### config.mk
export PLATFORM = sky130hd
export DESIGN_NAME = frame_load_util_tracker_top
export DESIGN_NICKNAME = d
export VERILOG_FILES = /design/src/hw/rtl/flut_pkg.sv /design/src/hw/rtl/frame_load_util_tracker_top.sv
export SDC_FILE = /design/constraint.sdc
export NUM_CORES = 2
export LEC_CHECK = 0
export ABC_AREA = 1
export BUFFER_PORTS_ARGS = -buffer_cell sky130_fd_sc_hd__buf_4
export CORE_MARGIN = 8
export CORE_UTILIZATION = 42
export CTS_BUF_LIST = sky130_fd_sc_hd__clkbuf_4 sky130_fd_sc_hd__clkbuf_8 sky130_fd_sc_hd__clkbuf_16
export CTS_CLUSTER_DIAMETER = 100
export DETAILED_ROUTE_END_ITERATION = 7
export GPL_TIMING_DRIVEN = 0
export SYNTH_ARGS = -nofsm -noshare
export SYNTH_HDL_FRONTEND = slang
export SYNTH_SLANG_ARGS = --single-unit
### constraint.sdc
create_clock -name clk -period 27.1 [get_ports clk]
set_clock_uncertainty 0.2 [all_clocks]
set_input_delay 0 -clock clk [delete_from_list [all_inputs] [get_ports clk]]
set_output_delay 0 -clock clk [all_outputs]
set_load 0.1 [all_outputs]
### src/hw/rtl/flut_pkg.sv
// Shared constants for the frame load utilization tracker.
// Holds the register indexes, field codes and reset values of the derived terms.
// Depends on nothing; the top level refers to it by scoped names.
`timescale 1ns / 1ps
`default_nettype none

package flut_pkg;

  localparam int FT_W       = 30;  // frame time in ns, always below 2^30
  localparam int UTIL_W     = 11;
  localparam int VL_W       = 32;
  localparam int MS_W       = 12;  // signed ramp length in ms
  localparam int MSQ_W      = 10;  // frame time in whole ms, at most 1000
  localparam int UTIL_SHIFT = 10;  // loads are scaled by 1024
  localparam int INV_SHIFT  = 2;   // exec time is compared against timeline / 4
  localparam int OUT_DATA_W = 48;

  localparam int CFG_IDX_W  = 2;
  localparam int CFG_DATA_W = 11;

  localparam logic [UTIL_W-1:0] UTIL_FULL = 11'd1024;
  localparam logic [FT_W-1:0]   NS_PER_S  = 30'd1000000000;
  localparam logic [FT_W-1:0]   NS_PER_MS = 30'd1000000;

  // Configuration register indexes.
  localparam logic [CFG_IDX_W-1:0] REG_FRAME_RATE   = 2'd0;
  localparam logic [CFG_IDX_W-1:0] REG_VLOAD_MARGIN = 2'd1;
  localparam logic [CFG_IDX_W-1:0] REG_MAX_UTIL     = 2'd2;

  localparam logic [6:0]        RATE_RESET   = 7'd60;
  localparam logic [6:0]        RATE_MIN     = 7'd1;
  localparam logic [6:0]        RATE_MAX     = 7'd120;
  localparam logic signed [7:0] MARGIN_RESET = 8'sd16;
  localparam logic signed [7:0] MARGIN_MIN   = -8'sd100;
  localparam logic signed [7:0] MARGIN_MAX   = 8'sd100;
  localparam logic [UTIL_W-1:0] MAX_UTIL_RESET = 11'd1024;

  // Derived terms for the reset configuration (60 fps, 16 ms margin).
  localparam logic [FT_W-1:0]        FT_RESET = 30'd16666666;
  localparam logic signed [MS_W-1:0] MS_RESET = 12'sd32;
  localparam logic [UTIL_W-1:0]      K_RESET  = 11'd32;

  // Opcodes and frame event codes.
  localparam logic       OP_TIMESTAMP = 1'b0;
  localparam logic       OP_TICK      = 1'b1;
  localparam logic [1:0] EV_START     = 2'd0;
  localparam logic [1:0] EV_END       = 2'd1;

  // Frame state codes as reported.
  localparam logic [1:0] FS_START = 2'd0;
  localparam logic [1:0] FS_END   = 2'd1;

  // Update kinds.
  localparam logic [1:0] KIND_NONE   = 2'd0;
  localparam logic [1:0] KIND_NORMAL = 2'd1;
  localparam logic [1:0] KIND_FORCED = 2'd2;

endpackage

`default_nettype wire

### src/hw/rtl/frame_load_util_tracker_top.sv
// Frame-paced utilization tracker: one result word per input word.
// Uses flut_pkg for codes and constants; holds a bit-serial restoring divider.
//
//  channel | ports                         | word contents (lowest bit first)
//  --------+-------------------------------+-----------------------------------------
//  input   | in_tvalid/in_tready           | tdata: frame_event, skip_start, skip_end,
//          | in_tdata, in_tuser            |   use_margin_now, timeline, window_load,
//          |                               |   window_exec, closed_window_load,
//          |                               |   invalid_interval; tuser: opcode
//  result  | out_tvalid/out_tready         | tdata: util, vload, rollover, error,
//          | out_tdata, out_tuser          |   frame_state; tuser: update_kind
//  config  | cfg_wen/cfg_index/cfg_wdata   | one register per write, no read-back
//
// A word that needs a load division (frame end, frame start, tick with window scaling) steps
// the divider through every bit of its scaled load, a ramp tick through the timeline bits only,
// and other words skip it; the divider retires one quotient bit per cycle.
// A configuration write starts a recompute of frame time, ramp length and, for a positive ramp
// length, 1024 / ramp length on the same divider, during which no word is accepted.
// Reset is synchronous and leaves the derived terms for the reset configuration.
// A finished result waits in the output register; the next word is accepted meanwhile.
`timescale 1ns / 1ps
`default_nettype none

module frame_load_util_tracker_top #(
  parameter int TIME_BITS = 40
) (
  input  logic                                            clk,
  input  logic                                            rst_n,
  input  logic                                            in_tvalid,
  output logic                                            in_tready,
  // frame_event[1:0], skip_start, skip_end, use_margin_now, timeline_ns,
  // window_load_ns, window_exec_ns, closed_window_load_ns, invalid_interval_ns
  input  logic [((5 + 5 * TIME_BITS + 7) / 8) * 8 - 1:0]  in_tdata,
  // opcode
  input  logic                                            in_tuser,
  output logic                                            out_tvalid,
  input  logic                                            out_tready,
  // util[10:0], vload[31:0], rollover, error, frame_state[1:0], zero pad
  output logic [flut_pkg::OUT_DATA_W-1:0]                 out_tdata,
  // update_kind
  output logic [1:0]                                      out_tuser,
  input  logic                                            cfg_wen,
  input  logic [flut_pkg::CFG_IDX_W-1:0]                  cfg_index,
  input  logic [flut_pkg::CFG_DATA_W-1:0]                 cfg_wdata
);

  localparam int FT_W   = flut_pkg::FT_W;
  localparam int UTIL_W = flut_pkg::UTIL_W;
  localparam int VL_W   = flut_pkg::VL_W;
  localparam int MS_W   = flut_pkg::MS_W;
  localparam int MSQ_W  = flut_pkg::MSQ_W;
  localparam int USH    = flut_pkg::UTIL_SHIFT;
  localparam int DVD_W  = TIME_BITS + USH;
  localparam int CNT_W  = $clog2(DVD_W + 1);

  typedef enum logic [3:0] {
    S_IDLE,
    S_CFG_START,
    S_CFG_FT,
    S_CFG_MS,
    S_CFG_K,
    S_DECODE,
    S_DIV,
    S_PREP,
    S_MUL,
    S_FINISH
  } state_t;

  typedef enum logic [1:0] {
    JOB_NONE,
    JOB_LTU,
    JOB_SCALED,
    JOB_RAMP
  } job_t;

  typedef enum logic [2:0] {
    VL_ZERO,
    VL_FULL,
    VL_MUL,
    VL_QUO,
    VL_SAT
  } vl_sel_t;

  state_t state_r;

  // Configuration and derived terms.
  logic [6:0]               rate_r;
  logic signed [7:0]        margin_r;
  logic [UTIL_W-1:0]        max_util_r;
  logic [FT_W-1:0]          ft_r;
  logic signed [MS_W-1:0]   ms_len_r;
  logic [UTIL_W-1:0]        k_r;
  logic                     cfg_dirty_r;

  // Tracker state.
  logic [1:0]               fs_r;
  logic                     skipping_r;
  logic [UTIL_W-1:0]        prev_real_r;
  logic [UTIL_W-1:0]        prev_fake_r;

  // Captured word.
  logic                     op_r;
  logic [1:0]               ev_r;
  logic                     ss_r;
  logic                     se_r;
  logic                     umn_r;
  logic [TIME_BITS-1:0]     t_r;
  logic [TIME_BITS-1:0]     wload_r;
  logic [TIME_BITS-1:0]     wexec_r;
  logic [TIME_BITS-1:0]     closed_r;
  logic [TIME_BITS-1:0]     inval_r;

  // Per-word decisions and intermediate results.
  job_t                     job_r;
  logic                     go_r;
  logic                     cl_full_r;
  vl_sel_t                  vl_sel_r;
  logic [UTIL_W-1:0]        u_r;
  logic [UTIL_W-1:0]        mul_a_r;
  logic [UTIL_W-1:0]        mul_b_r;
  logic [VL_W-1:0]          vl_r;

  // Divider.
  logic [DVD_W-1:0]         dvd_r;
  logic [FT_W-1:0]          dvs_r;
  logic [FT_W-1:0]          rem_r;
  logic [VL_W-1:0]          quo_r;
  logic                     ovf_r;
  logic [CNT_W-1:0]         cnt_r;

  // Result register.
  logic                     out_valid_r;
  logic [UTIL_W-1:0]        out_util_r;
  logic [VL_W-1:0]          out_vload_r;
  logic [1:0]               out_kind_r;
  logic                     out_roll_r;
  logic                     out_err_r;
  logic [1:0]               out_fs_r;

  // ---------------------------------------------------------------------------
  // Divider step: one restoring step per cycle, quotient bits shifted in at the bottom.
  // Quotient bits that fall off the top are kept as a sticky overflow.
  logic [FT_W:0]      rem_sh;
  logic [FT_W:0]      rem_dif;
  logic               q_bit;
  logic [FT_W-1:0]    rem_step;
  logic [VL_W-1:0]    quo_step;
  logic               ovf_step;
  logic [DVD_W-1:0]   dvd_step;
  logic               div_active;
  logic               div_last;

  assign rem_sh   = {rem_r, dvd_r[DVD_W-1]};
  assign rem_dif  = rem_sh - {1'b0, dvs_r};
  assign q_bit    = (rem_sh >= {1'b0, dvs_r});
  assign rem_step = q_bit ? rem_dif[FT_W-1:0] : rem_sh[FT_W-1:0];
  assign quo_step = {quo_r[VL_W-2:0], q_bit};
  assign ovf_step = ovf_r | quo_r[VL_W-1];
  assign dvd_step = {dvd_r[DVD_W-2:0], 1'b0};
  assign div_last = (cnt_r == CNT_W'(1));
  assign div_active = (state_r == S_DIV) || (state_r == S_CFG_FT) ||
                      (state_r == S_CFG_MS) || (state_r == S_CFG_K);

  // Ramp length from the whole-millisecond frame time just divided out.
  logic signed [MS_W-1:0] ms_len_new;
  logic                   ms_new_pos;
  logic                   ms_pos;

  assign ms_len_new = {{(MS_W-MSQ_W){1'b0}}, quo_step[MSQ_W-1:0]} +
                      {{(MS_W-8){margin_r[7]}}, margin_r};
  assign ms_new_pos = !ms_len_new[MS_W-1] && (ms_len_new != '0);
  assign ms_pos     = !ms_len_r[MS_W-1] && (ms_len_r != '0);

  // ---------------------------------------------------------------------------
  // Decode of the captured word.
  logic [TIME_BITS-1:0] ft_ext;
  logic                 t_ge_ft;
  logic                 cl_ge_ft;
  logic                 bad;
  logic                 go;
  job_t                 job_sel;

  assign ft_ext   = {{(TIME_BITS-FT_W){1'b0}}, ft_r};
  assign t_ge_ft  = (t_r >= ft_ext);
  assign cl_ge_ft = (closed_r >= ft_ext);
  assign bad      = (inval_r <= t_r) && (wexec_r <= (t_r >> flut_pkg::INV_SHIFT));
  assign go       = ss_r | se_r | !skipping_r;

  always_comb begin
    job_sel = JOB_NONE;
    if (op_r == flut_pkg::OP_TIMESTAMP) begin
      if (go && ((ev_r == flut_pkg::EV_START) ||
                 ((ev_r == flut_pkg::EV_END) && (fs_r != flut_pkg::FS_END)))) begin
        job_sel = JOB_LTU;
      end
    end else if (fs_r == flut_pkg::FS_START) begin
      job_sel = bad ? JOB_LTU : JOB_RAMP;
    end else begin
      job_sel = t_ge_ft ? JOB_LTU : JOB_SCALED;
    end
  end

  // ---------------------------------------------------------------------------
  // Ramp terms from the millisecond quotient. Only used while the ramp length is positive,
  // so it fits eleven unsigned bits.
  logic [UTIL_W-1:0] v11;
  logic              v_gt_m;
  logic [UTIL_W:0]   f_sum;
  logic [UTIL_W:0]   f_dif;
  logic              f_le_m;

  assign v11    = quo_r[UTIL_W-1:0];
  assign v_gt_m = ovf_r || (|quo_r[VL_W-1:UTIL_W]) || (v11 > ms_len_r[UTIL_W-1:0]);
  assign f_sum  = {1'b0, v11} + {1'b0, k_r};
  assign f_le_m = (f_sum <= $unsigned(ms_len_r));
  assign f_dif  = f_sum - $unsigned(ms_len_r);

  logic [2*UTIL_W-1:0] prod;
  assign prod = mul_a_r * mul_b_r;

  // ---------------------------------------------------------------------------
  // Result and state update for the finishing word.
  logic [1:0]        fin_fs;
  logic              fin_skip;
  logic [UTIL_W-1:0] fin_prev_real;
  logic [UTIL_W-1:0] fin_prev_fake;
  logic [UTIL_W-1:0] base;
  logic [1:0]        fin_kind;
  logic              fin_roll;
  logic              fin_err;
  logic [VL_W-1:0]   base_ext;
  logic [VL_W-1:0]   hi;
  logic [UTIL_W-1:0] fin_util;
  logic              out_free;

  always_comb begin
    fin_fs        = fs_r;
    fin_skip      = skipping_r;
    fin_prev_real = prev_real_r;
    fin_prev_fake = prev_fake_r;
    base          = '0;
    fin_kind      = flut_pkg::KIND_NONE;
    fin_roll      = 1'b0;
    fin_err       = 1'b0;
    if (op_r == flut_pkg::OP_TIMESTAMP) begin
      if (ss_r) begin
        fin_skip = 1'b1;
      end else if (se_r) begin
        fin_skip = 1'b0;
      end
      if (go_r) begin
        if (ev_r == flut_pkg::EV_START) begin
          // A start while already started closes a real frame; otherwise a fake one.
          if (fs_r == flut_pkg::FS_START) begin
            fin_prev_real = u_r;
            base          = u_r;
          end else begin
            fin_prev_fake = u_r;
            base          = prev_real_r;
          end
          fin_fs   = flut_pkg::FS_START;
          fin_kind = flut_pkg::KIND_FORCED;
        end else if (ev_r == flut_pkg::EV_END) begin
          if (fs_r != flut_pkg::FS_END) begin
            fin_prev_real = u_r;
            base          = u_r;
            fin_fs        = flut_pkg::FS_END;
            fin_kind      = flut_pkg::KIND_FORCED;
          end
        end else begin
          fin_err = 1'b1;
        end
      end
    end else begin
      fin_kind = flut_pkg::KIND_NORMAL;
      if (job_r == JOB_LTU) begin
        // The tick closes the frame itself: invalidated while started, or timed out.
        fin_roll = 1'b1;
        fin_fs   = flut_pkg::FS_END;
        base     = u_r;
        if (fs_r == flut_pkg::FS_START) begin
          fin_prev_real = u_r;
        end else begin
          fin_prev_fake = u_r;
        end
      end else begin
        base = (fs_r == flut_pkg::FS_START) ? prev_real_r : prev_fake_r;
      end
    end
  end

  assign base_ext = {{(VL_W-UTIL_W){1'b0}}, base};
  assign hi       = (vl_r > base_ext) ? vl_r : base_ext;
  assign fin_util = (hi > {{(VL_W-UTIL_W){1'b0}}, max_util_r}) ? max_util_r : hi[UTIL_W-1:0];
  assign out_free = !out_valid_r || out_tready;

  // ---------------------------------------------------------------------------
  // Configuration write decode.
  logic [6:0]        wr_rate;
  logic signed [7:0] wr_margin;
  logic [UTIL_W-1:0] wr_max;

  assign wr_rate   = cfg_wdata[6:0];
  assign wr_margin = $signed(cfg_wdata[7:0]);
  assign wr_max    = cfg_wdata[UTIL_W-1:0];

  assign in_tready = (state_r == S_IDLE) && !cfg_dirty_r && !cfg_wen;

  // ---------------------------------------------------------------------------
  always_ff @(posedge clk) begin
    if (!rst_n) begin
      state_r     <= S_IDLE;
      rate_r      <= flut_pkg::RATE_RESET;
      margin_r    <= flut_pkg::MARGIN_RESET;
      max_util_r  <= flut_pkg::MAX_UTIL_RESET;
      ft_r        <= flut_pkg::FT_RESET;
      ms_len_r    <= flut_pkg::MS_RESET;
      k_r         <= flut_pkg::K_RESET;
      cfg_dirty_r <= 1'b0;
      fs_r        <= flut_pkg::FS_END;
      skipping_r  <= 1'b0;
      prev_real_r <= '0;
      prev_fake_r <= '0;
      out_valid_r <= 1'b0;
    end else begin
      if (cfg_wen) begin
        case (cfg_index)
          flut_pkg::REG_FRAME_RATE: begin
            if (wr_rate >= flut_pkg::RATE_MIN && wr_rate <= flut_pkg::RATE_MAX) begin
              rate_r <= wr_rate;
            end
          end
          flut_pkg::REG_VLOAD_MARGIN: begin
            if (wr_margin >= flut_pkg::MARGIN_MIN && wr_margin <= flut_pkg::MARGIN_MAX) begin
              margin_r <= wr_margin;
            end
          end
          flut_pkg::REG_MAX_UTIL: begin
            if (wr_max <= flut_pkg::UTIL_FULL) begin
              max_util_r <= wr_max;
            end
          end
          default: begin
          end
        endcase
      end

      // A write during a recompute marks it stale again, so it reruns from idle.
      if (cfg_wen) begin
        cfg_dirty_r <= 1'b1;
      end else if (state_r == S_IDLE) begin
        cfg_dirty_r <= 1'b0;
      end

      if (out_valid_r && out_tready) begin
        out_valid_r <= 1'b0;
      end

      if (div_active) begin
        dvd_r <= dvd_step;
        rem_r <= rem_step;
        quo_r <= quo_step;
        ovf_r <= ovf_step;
        cnt_r <= cnt_r - CNT_W'(1);
      end

      case (state_r)
        S_IDLE: begin
          if (cfg_dirty_r) begin
            state_r <= S_CFG_START;
          end else if (in_tvalid && in_tready) begin
            op_r     <= in_tuser;
            ev_r     <= in_tdata[1:0];
            ss_r     <= in_tdata[2];
            se_r     <= in_tdata[3];
            umn_r    <= in_tdata[4];
            t_r      <= in_tdata[5 +: TIME_BITS];
            wload_r  <= in_tdata[5 + TIME_BITS +: TIME_BITS];
            wexec_r  <= in_tdata[5 + 2 * TIME_BITS +: TIME_BITS];
            closed_r <= in_tdata[5 + 3 * TIME_BITS +: TIME_BITS];
            inval_r  <= in_tdata[5 + 4 * TIME_BITS +: TIME_BITS];
            state_r  <= S_DECODE;
          end
        end

        S_CFG_START: begin
          dvd_r   <= {flut_pkg::NS_PER_S, {(DVD_W-FT_W){1'b0}}};
          dvs_r   <= {{(FT_W-7){1'b0}}, rate_r};
          rem_r   <= '0;
          quo_r   <= '0;
          ovf_r   <= 1'b0;
          cnt_r   <= CNT_W'(FT_W);
          state_r <= S_CFG_FT;
        end

        S_CFG_FT: begin
          if (div_last) begin
            ft_r    <= quo_step[FT_W-1:0];
            dvd_r   <= {quo_step[FT_W-1:0], {(DVD_W-FT_W){1'b0}}};
            dvs_r   <= flut_pkg::NS_PER_MS;
            rem_r   <= '0;
            quo_r   <= '0;
            ovf_r   <= 1'b0;
            cnt_r   <= CNT_W'(FT_W);
            state_r <= S_CFG_MS;
          end
        end

        S_CFG_MS: begin
          if (div_last) begin
            ms_len_r <= ms_len_new;
            if (ms_new_pos) begin
              dvd_r   <= {flut_pkg::UTIL_FULL, {(DVD_W-UTIL_W){1'b0}}};
              dvs_r   <= {{(FT_W-UTIL_W){1'b0}}, ms_len_new[UTIL_W-1:0]};
              rem_r   <= '0;
              quo_r   <= '0;
              ovf_r   <= 1'b0;
              cnt_r   <= CNT_W'(UTIL_W);
              state_r <= S_CFG_K;
            end else begin
              k_r     <= '0;
              state_r <= S_IDLE;
            end
          end
        end

        S_CFG_K: begin
          if (div_last) begin
            k_r     <= quo_step[UTIL_W-1:0];
            state_r <= S_IDLE;
          end
        end

        S_DECODE: begin
          job_r     <= job_sel;
          go_r      <= go;
          cl_full_r <= cl_ge_ft;
          rem_r     <= '0;
          quo_r     <= '0;
          ovf_r     <= 1'b0;
          case (job_sel)
            JOB_LTU: begin
              // A closed load of a whole frame or more is full scale without dividing.
              if (cl_ge_ft) begin
                state_r <= S_PREP;
              end else begin
                dvd_r   <= {closed_r, {USH{1'b0}}};
                dvs_r   <= ft_r;
                cnt_r   <= CNT_W'(DVD_W);
                state_r <= S_DIV;
              end
            end
            JOB_SCALED: begin
              dvd_r   <= {wload_r, {USH{1'b0}}};
              dvs_r   <= ft_r;
              cnt_r   <= CNT_W'(DVD_W);
              state_r <= S_DIV;
            end
            JOB_RAMP: begin
              if (ms_pos) begin
                dvd_r   <= {t_r, {USH{1'b0}}};
                dvs_r   <= flut_pkg::NS_PER_MS;
                cnt_r   <= CNT_W'(TIME_BITS);
                state_r <= S_DIV;
              end else begin
                state_r <= S_PREP;
              end
            end
            default: begin
              state_r <= S_PREP;
            end
          endcase
        end

        S_DIV: begin
          if (div_last) begin
            state_r <= S_PREP;
          end
        end

        S_PREP: begin
          u_r     <= cl_full_r ? flut_pkg::UTIL_FULL : {1'b0, quo_r[USH-1:0]};
          mul_a_r <= v11;
          mul_b_r <= f_dif[UTIL_W-1:0];
          case (job_r)
            JOB_RAMP: begin
              if (!ms_pos || v_gt_m) begin
                vl_sel_r <= VL_FULL;
              end else if ((v11 == '0) || f_le_m) begin
                vl_sel_r <= VL_ZERO;
              end else begin
                vl_sel_r <= VL_MUL;
              end
            end
            JOB_SCALED: begin
              vl_sel_r <= ovf_r ? VL_SAT : VL_QUO;
            end
            JOB_LTU: begin
              // The ramp at time zero is full scale only for a non-positive ramp length.
              if ((op_r == flut_pkg::OP_TIMESTAMP) && (ev_r == flut_pkg::EV_START) &&
                  umn_r && !ms_pos) begin
                vl_sel_r <= VL_FULL;
              end else begin
                vl_sel_r <= VL_ZERO;
              end
            end
            default: begin
              vl_sel_r <= VL_ZERO;
            end
          endcase
          state_r <= S_MUL;
        end

        S_MUL: begin
          case (vl_sel_r)
            VL_FULL: vl_r <= {{(VL_W-UTIL_W){1'b0}}, flut_pkg::UTIL_FULL};
            VL_MUL:  vl_r <= {{(VL_W-2*UTIL_W){1'b0}}, prod};
            VL_QUO:  vl_r <= quo_r;
            VL_SAT:  vl_r <= '1;
            default: vl_r <= '0;
          endcase
          state_r <= S_FINISH;
        end

        S_FINISH: begin
          if (out_free) begin
            fs_r        <= fin_fs;
            skipping_r  <= fin_skip;
            prev_real_r <= fin_prev_real;
            prev_fake_r <= fin_prev_fake;
            out_util_r  <= fin_util;
            out_vload_r <= vl_r;
            out_kind_r  <= fin_kind;
            out_roll_r  <= fin_roll;
            out_err_r   <= fin_err;
            out_fs_r    <= fin_fs;
            out_valid_r <= 1'b1;
            state_r     <= S_IDLE;
          end
        end

        default: begin
          state_r <= S_IDLE;
        end
      endcase
    end
  end

  assign out_tvalid = out_valid_r;
  assign out_tdata  = {1'b0, out_fs_r, out_err_r, out_roll_r, out_vload_r, out_util_r};
  assign out_tuser  = out_kind_r;

`ifndef ASSERT_OFF
  // A finishing word with room in the output register always presents a result.
  a_finish_presents: assert property (@(posedge clk) disable iff (!rst_n)
    (state_r == S_FINISH && out_free) |=> out_valid_r)
    else $error("finished word did not reach the output register");

  // The divider never runs with an exhausted step count.
  a_div_count: assert property (@(posedge clk) disable iff (!rst_n)
    div_active |-> (cnt_r != '0))
    else $error("divider stepping with zero count");

  // A rollover only comes from a tick and always leaves the frame ended.
  a_roll_ends: assert property (@(posedge clk) disable iff (!rst_n)
    (out_valid_r && out_roll_r) |->
      (out_fs_r == flut_pkg::FS_END && out_kind_r == flut_pkg::KIND_NORMAL))
    else $error("rollover result without a closed frame");

  // An invalid timestamp event requests nothing.
  a_err_quiet: assert property (@(posedge clk) disable iff (!rst_n)
    (out_valid_r && out_err_r) |->
      (out_util_r == '0 && out_vload_r == '0 && out_kind_r == flut_pkg::KIND_NONE))
    else $error("invalid event produced a request");
`endif

endmodule

`default_nettype wire
Word-level counts from Yosys, hierarchy flattened
Index checks and enable logic that the tools add are counted.
{"block": "totals", "reg_bits": 586, "input_bits": 227, "output_inout_bits": 52, "elab_cells": 280}
{"block": "classes", "addsub": 5, "multipliers": 1, "magnitude_cmp": 14, "n_eq_ne": 36, "mux": 107, "n_bitwise": 6, "reduce_logical": 66}
{"cell": "two-way mux 30 bit", "n": 10}
{"cell": "two-way mux 50 bit", "n": 6}
{"cell": "two-way mux 11 bit", "n": 24}
{"cell": "case mux 50 bit (4 select lines)", "n": 1}
{"cell": "case mux 30 bit (3 select lines)", "n": 2}
{"cell": "two-way mux 32 bit", "n": 5}
{"cell": "case mux 50 bit (3 select lines)", "n": 1}
{"cell": "case mux 32 bit (4 select lines)", "n": 1}
{"cell": "case mux 30 bit (4 select lines)", "n": 1}
{"cell": "case mux 32 bit (3 select lines)", "n": 1}
{"cell": ">= comparator 40 x 30 -> 1 bit", "n": 2}
{"cell": "greater-than comparator 32 x 11 -> 1 bit", "n": 2}
{"cell": "<= comparator 40 x 38 -> 1 bit", "n": 1}
{"cell": "<= comparator 40 bit", "n": 1}
{"cell": "case mux 4 bit (10 select lines)", "n": 1}
{"cell": "two-way mux 6 bit", "n": 6}
{"cell": ">= comparator 31 x 30 -> 1 bit", "n": 1}
{"cell": "two-way mux 2 bit", "n": 15}
{"cell": "subtractor 30 bit", "n": 1}
{"cell": "two-way mux 4 bit", "n": 7}
{"cell": "case mux 6 bit (4 select lines)", "n": 1}
{"cell": "nonzero test 12 bit", "n": 2}
{"cell": "multiplier 11 x 11 -> 22 bit", "n": 1}
{"cell": "case mux 11 bit (2 select lines)", "n": 1}
{"cell": "52 further kinds", "n": 141}

Longest topological paths before layout
{"block": "logic_depth", "depth_word": 10, "ltp_mapped": 32, "ltp_nobuf": 29}

Least setup slack after synthesis
No wires, ideal clock.
{"block": "synth_path", "path_type": "register -> register", "from": "register state_r[2]", "to": "register closed_r[0], enable pin", "setup_ns": 0.777, "arrival_time_ns": 10.981, "t_required_ns": 26.123, "setup_slack_ns": 15.142, "path_stages_with_launch": 10, "path_buffers": 0, "period_less_slack_ns": 11.958, "path_cell_list": "dfxtp_1 nor2_1 inv_2 nor2_1 inv_1 nor2_1 inv_1 nor2_1 nand2_1 nor2_1"}
{"block": "synth_via", "elab_chain_len": 5}
{"item": "start: declaration", "line_no": "frame_load_util_tracker_top.sv:84", "source": "state_t state_r;"}
{"item": "start signal: assignment", "line_no": "frame_load_util_tracker_top.sv:312", "source": "state_r <= S_IDLE;"}
{"item": "start signal: assignment", "line_no": "frame_load_util_tracker_top.sv:370", "source": "state_r <= S_CFG_START;"}
{"item": "start signal: assignment", "line_no": "frame_load_util_tracker_top.sv:382", "source": "state_r <= S_DECODE;"}
{"item": "zero test 4 bit", "line_no": "frame_load_util_tracker_top.sv:307", "source": "assign in_tready = (state_r == S_IDLE) && !cfg_dirty_r && !cfg_wen;"}
{"item": "logical AND 1 bit (2 in series)", "line_no": "frame_load_util_tracker_top.sv:307"}
{"item": "via in_tready", "line_no": "frame_load_util_tracker_top.sv:30", "source": "output logic in_tready,"}
{"item": "logical AND 1 bit", "line_no": "frame_load_util_tracker_top.sv:371", "source": "end else if (in_tvalid && in_tready) begin"}
{"item": "AND reduction 4 bit (no line)"}
{"item": "end signal: assignment", "line_no": "frame_load_util_tracker_top.sv:380", "source": "closed_r <= in_tdata[5 + 3 * TIME_BITS +: TIME_BITS];"}
{"item": "end: declaration", "line_no": "frame_load_util_tracker_top.sv:110", "source": "logic [TIME_BITS-1:0] closed_r;"}
The timed path passes the listed nets, and every way through them passes these cells.
A chain may end at the register's enable or synchronous reset.

Worst setup path in the final report
{"block": "layout_path", "from": "register fs_r[0]", "to": "register dvs_r[20], enable pin"}
{"block": "layout_via", "elab_chain_len": 9, "elab_cells_between_ends": 15, "classes_between": "eq/ne (7); mux (3); reduce/logical (5)"}
{"item": "start: declaration", "line_no": "frame_load_util_tracker_top.sv:96", "source": "logic [1:0] fs_r;"}
{"item": "start signal: assignment", "line_no": "frame_load_util_tracker_top.sv:320", "source": "fs_r <= flut_pkg::FS_END;"}
{"item": "start signal: assignment", "line_no": "frame_load_util_tracker_top.sv:527", "source": "fs_r <= fin_fs;"}
{"item": "inequality test 2 x 1 -> 1 bit", "line_no": "frame_load_util_tracker_top.sv:193", "source": "((ev_r == flut_pkg::EV_END) && (fs_r != flut_pkg::FS_END)))) begin"}
{"item": "logical AND 1 bit", "line_no": "frame_load_util_tracker_top.sv:193"}
{"item": "logical OR 1 bit", "line_no": "frame_load_util_tracker_top.sv:192", "source": "if (go && ((ev_r == flut_pkg::EV_START) ||"}
{"item": "logical AND 1 bit", "line_no": "frame_load_util_tracker_top.sv:192"}
{"item": "two-way mux 1 bit", "line_no": "frame_load_util_tracker_top.sv:192"}
{"item": "two-way mux 2 bit *", "line_no": "frame_load_util_tracker_top.sv:191", "source": "if (op_r == flut_pkg::OP_TIMESTAMP) begin"}
{"item": "via job_sel[0]", "line_no": "frame_load_util_tracker_top.sv:181", "source": "job_t job_sel;"}
{"item": "== test 2 bit or == test 2 x 1 -> 1 bit (tied branches)", "line_no": "frame_load_util_tracker_top.sv:441", "source": "case (job_sel)"}
{"item": "inequality test 4 x 2 -> 1 bit (no line) or inequality test 3 bit (tied branches)"}
{"item": "AND reduction 8 bit (no line) *"}
{"item": "end signal: assignment", "line_no": "frame_load_util_tracker_top.sv:448", "source": "dvs_r <= ft_r;"}
{"item": "end signal: assignment", "line_no": "frame_load_util_tracker_top.sv:455", "source": "dvs_r <= ft_r;"}
{"item": "end signal: assignment", "line_no": "frame_load_util_tracker_top.sv:462", "source": "dvs_r <= flut_pkg::NS_PER_MS;"}
{"item": "end: declaration", "line_no": "frame_load_util_tracker_top.sv:125", "source": "logic [FT_W-1:0] dvs_r;"}
The timed path passes the listed nets; every way through them passes the cells marked *.

==> key figures <==
Yosys
  – Sequential fraction of the synthesis area: about 45%
  – Synth cell types: 60
  – Post-Syn Area: 37000 um^2
  – Cells after synthesis: 4283
  – Post-synth top cells: nand2_1 (936), inv_1 (635), edfxtp_1 (476)
  – Synth area leader: edfxtp_1
  – EDFF count, synth: 476
  – Synthesis Warnings: 0
  – Avg Inst Size Synth: between 8 and 9 um^2
  – Largest cells by area after synthesis: edfxtp_1 (39%), ha_1 (10%), nand2_1 (9.5%)
  – FF+latch count, synth: 586
  – Count leader, synth: nand2_1
  – Ys async rst share: 0%
  – Synth Flop Type: edfxtp_1
  – Top cell type's share of synthesized area: just under 40%
  – Syn_nets: between 4000 and 5000

Layout
  – Util after Layout: between 50% and 60%
  – Fillers: a little under 8000
  – Final Cell Area: between 40000 and 50000 um^2
  – Nets: between 5000 and 6000
  – Share of cells above drive strength 1: 10.6%
  – Multi-input logic area: about 17000 um^2
  – P&R area growth vs syn: 28.5%
  – Register area: about 16000 um^2

Clocking
  – CTS max path bufs: 3
  – H-tree levels: 3
  – Postcts setup bufs: 0
  – Root buf cell: clkbuf_16
  – TritonCTS clock tree: yes
  – TritonCTS Sinks: 586
  – TritonCTS Buffers: between 60 and 70
  – Worst skew pair latency: approximately 640 ps
  – CTS clk-pin slew, worst paths: about 60 ps

GRT
  – Grt total ovfl: 0
  – Vias in the first global route: ~33000
  – Largest net degree at the start of global routing: 87
  – Initial antenna violation count: 3
  – GRT Total Usage: about a quarter
  – Global-route wire length before repair: about 200 mm

Detailed routing
  – Vias: around 33000
  – DRT iter0 DRCs: approximately 3000
  – Drt pass-1 iters: 6
  – DR vias/cell: 5.29
  – Residual DRC: 0
  – Wire per inst: a little over 20 um
  – ANT nets after route: 0
  – Final wirelength: roughly 130 mm

Pwr
  – LEAKAGE: ~21 nW
  – Worst VDD drop: around 50 uV
  – Power density cells: between 80 and 90 nW/um^2
  – Pwr Total: around 3.8 mW

Setup path
  – Buf+Inv Stages, Crit Path: 6
  – CP Capture Type: register
  – CP peak stage delay: around 760 ps
  – Critical path's slowest cell: clkbuf_1
  – Critical path required time: roughly 27000 ps
  – Crit start category: register
  – Worst path cell trace: nor2_1 > inv_1 > clkbuf_1 > clkbuf_1 > nand3_1 > nor4_1 > nand2_1 > nand2_1 > o21ai_0 > ha_1 > nand2_1 > nand2_2 > inv_1 > clkbuf_2 > nor2_1 > nor3_4 > buf_8
  – Most used cell, CP: nand2_1
  – Worst Setup Path Type: reg2reg
  – CP arrival: about 6300 ps
  – Worst Path Max Fanout: 21
  – Crit path max-delay family: buffers and inverters

STA
  – Final Cycle Share: 22.5%
  – Fin. Hold Viols: 0
  – Fin crit period: 6110 ps
  – Setup violations, final: 0
  – Final Max Slew Viols: 0
  – Max frequency: 0.164 GHz
  – Final TNS setup: 0 ps
  – RSZ-0062 raised after global routing: no
  – Worst Max-Slew Pin Slew: 1480 ps
  – Relative slew slack: less than 1%

Floorplanning
  – Num ports: approximately 280
  – Die Y: about 310 um
  – Core footprint: 87800 um^2
  – Row count: approximately 110
  – Initial core utilization: a little over two fifths
  – Die X: roughly 310 um
  – Die Area: between 90000 and 100000 um^2

Placed design
  – Cell Area, Placed: ~41000 um^2
  – Routability cong.: ~0.94
  – PortBufs: 274
  – Detailed Place HPWL: ~97 mm

Status
  – Failing checks: max-capacitance violations
  – Status: finished with violations

Run
  – Max_cap viols: 1

Hold path
  – Worst min path class: in2reg
-- registers in the layout (all words and copies together), names as in the netlist, 32 cells and up --
register / flops
dvd_r: 50
closed_r: 40
inval_r: 40
t_r: 40
wexec_r: 40
wload_r: 40
out_vload_r: 32
quo_r: 32
vl_r: 32
-- final timing paths --
kind                startpoint               to  slack, ps  depth (start not counted)
hold / removal    cfg_wdata[4]        rate_r[4]         30                          4
setup reg to reg       fs_r[0]        dvs_r[20]      20990                         17
setup / recovery       fs_r[0]        dvs_r[20]      20990                         17
hold reg to reg       vl_r[25]  out_vload_r[25]        240                          0
-- logic make-up after synthesis --
family	share of synthesized area, %
AND/OR/NAND/NOR	18.7
buffers and inverters	8.35
other	0.0101
flip-flops	44.6
XOR/XNOR	1.44
AO/OA/AOI/OAI	12.1
adder cells (fa/ha/maj)	14.7
-- metal layers --
metal | wire length [um] | track usage [%] | share of wire [%] | vias up
li1 | - | - | - | 16000
met1 | 52700 | 32.6 | 41 | 15700
met2 | 61100 | 43.7 | 47 | 1416
met3 | 10200 | 4.59 | 7.8 | 279
met4 | 6050 | 11.1 | 4.7 | 0
met5 | 0 | 0 | 0 | -
-- metrics by stage --
stage	worst slack, ps	instances	hold slack [ps]
after CTS	21180	6301	1.85
after global placement	10960	5722	-22.0
after floorplan	15140	4283	-101
after detailed placement	21200	5737	-20.7
final	20990	6303	28.1
after global routing	20740	6302	56.5
-- placed cells by master (no fill, tap or decap), types with 108 or more instances in the layout --
| cell type | instances |
|---|---|
| inv_1 | 635 |
| a21oi_1 | 313 |
| ha_1 | 301 |
| dlygate4sd3_1 | 439 |
| buf_4 | 277 |
| dfxtp_1 | 110 |
| o21ai_0 | 336 |
| nand3_1 | 170 |
| clkbuf_1 | 108 |
| nor2_1 | 319 |
| nand2_1 | 936 |
| edfxtp_1 | 476 |
-- timing repair --
action | CTS | global route
hold buffers | 439 | 0
setup endpoints to repair | 0 | 0
endpoints found under the hold margin | 364 | 0
gates resized for setup | 0 | 0
-- area by class of cell --
type / count / area share (%)
Multi-Input combinational cell: 2897 / 36.7
Sequential cell: 586 / 34.7
Timing Repair Buffer: 728 / 14.2
Inverter: 650 / 5.13
Clock buffer: 93 / 4.17
Tap cell: 1165 / 3.07
Buffer: 150 / 1.36
Clock inverter: 32 / 0.734
Antenna cell: 2 / 0.0105
-- power by group --
group	switching [mW]	internal (mW)
combinational	1.00	0.541
clock	0.405	0.567
sequential	0.132	1.19
-- worst reg2reg max path, cell delays in order, from the launching register on --
cell	delay, ps
dfxtp_1	360
nor2_1	80
inv_1	70
clkbuf_1	430
clkbuf_1	770
nand3_1	160
nor4_1	260
nand2_1	100
nand2_1	260
o21ai_0	620
ha_1	590
nand2_1	230
nand2_2	240
inv_1	210
clkbuf_2	280
nor2_1	110
nor3_4	560
buf_8	280
Note: power is estimated with default switching activity, not from simulation.
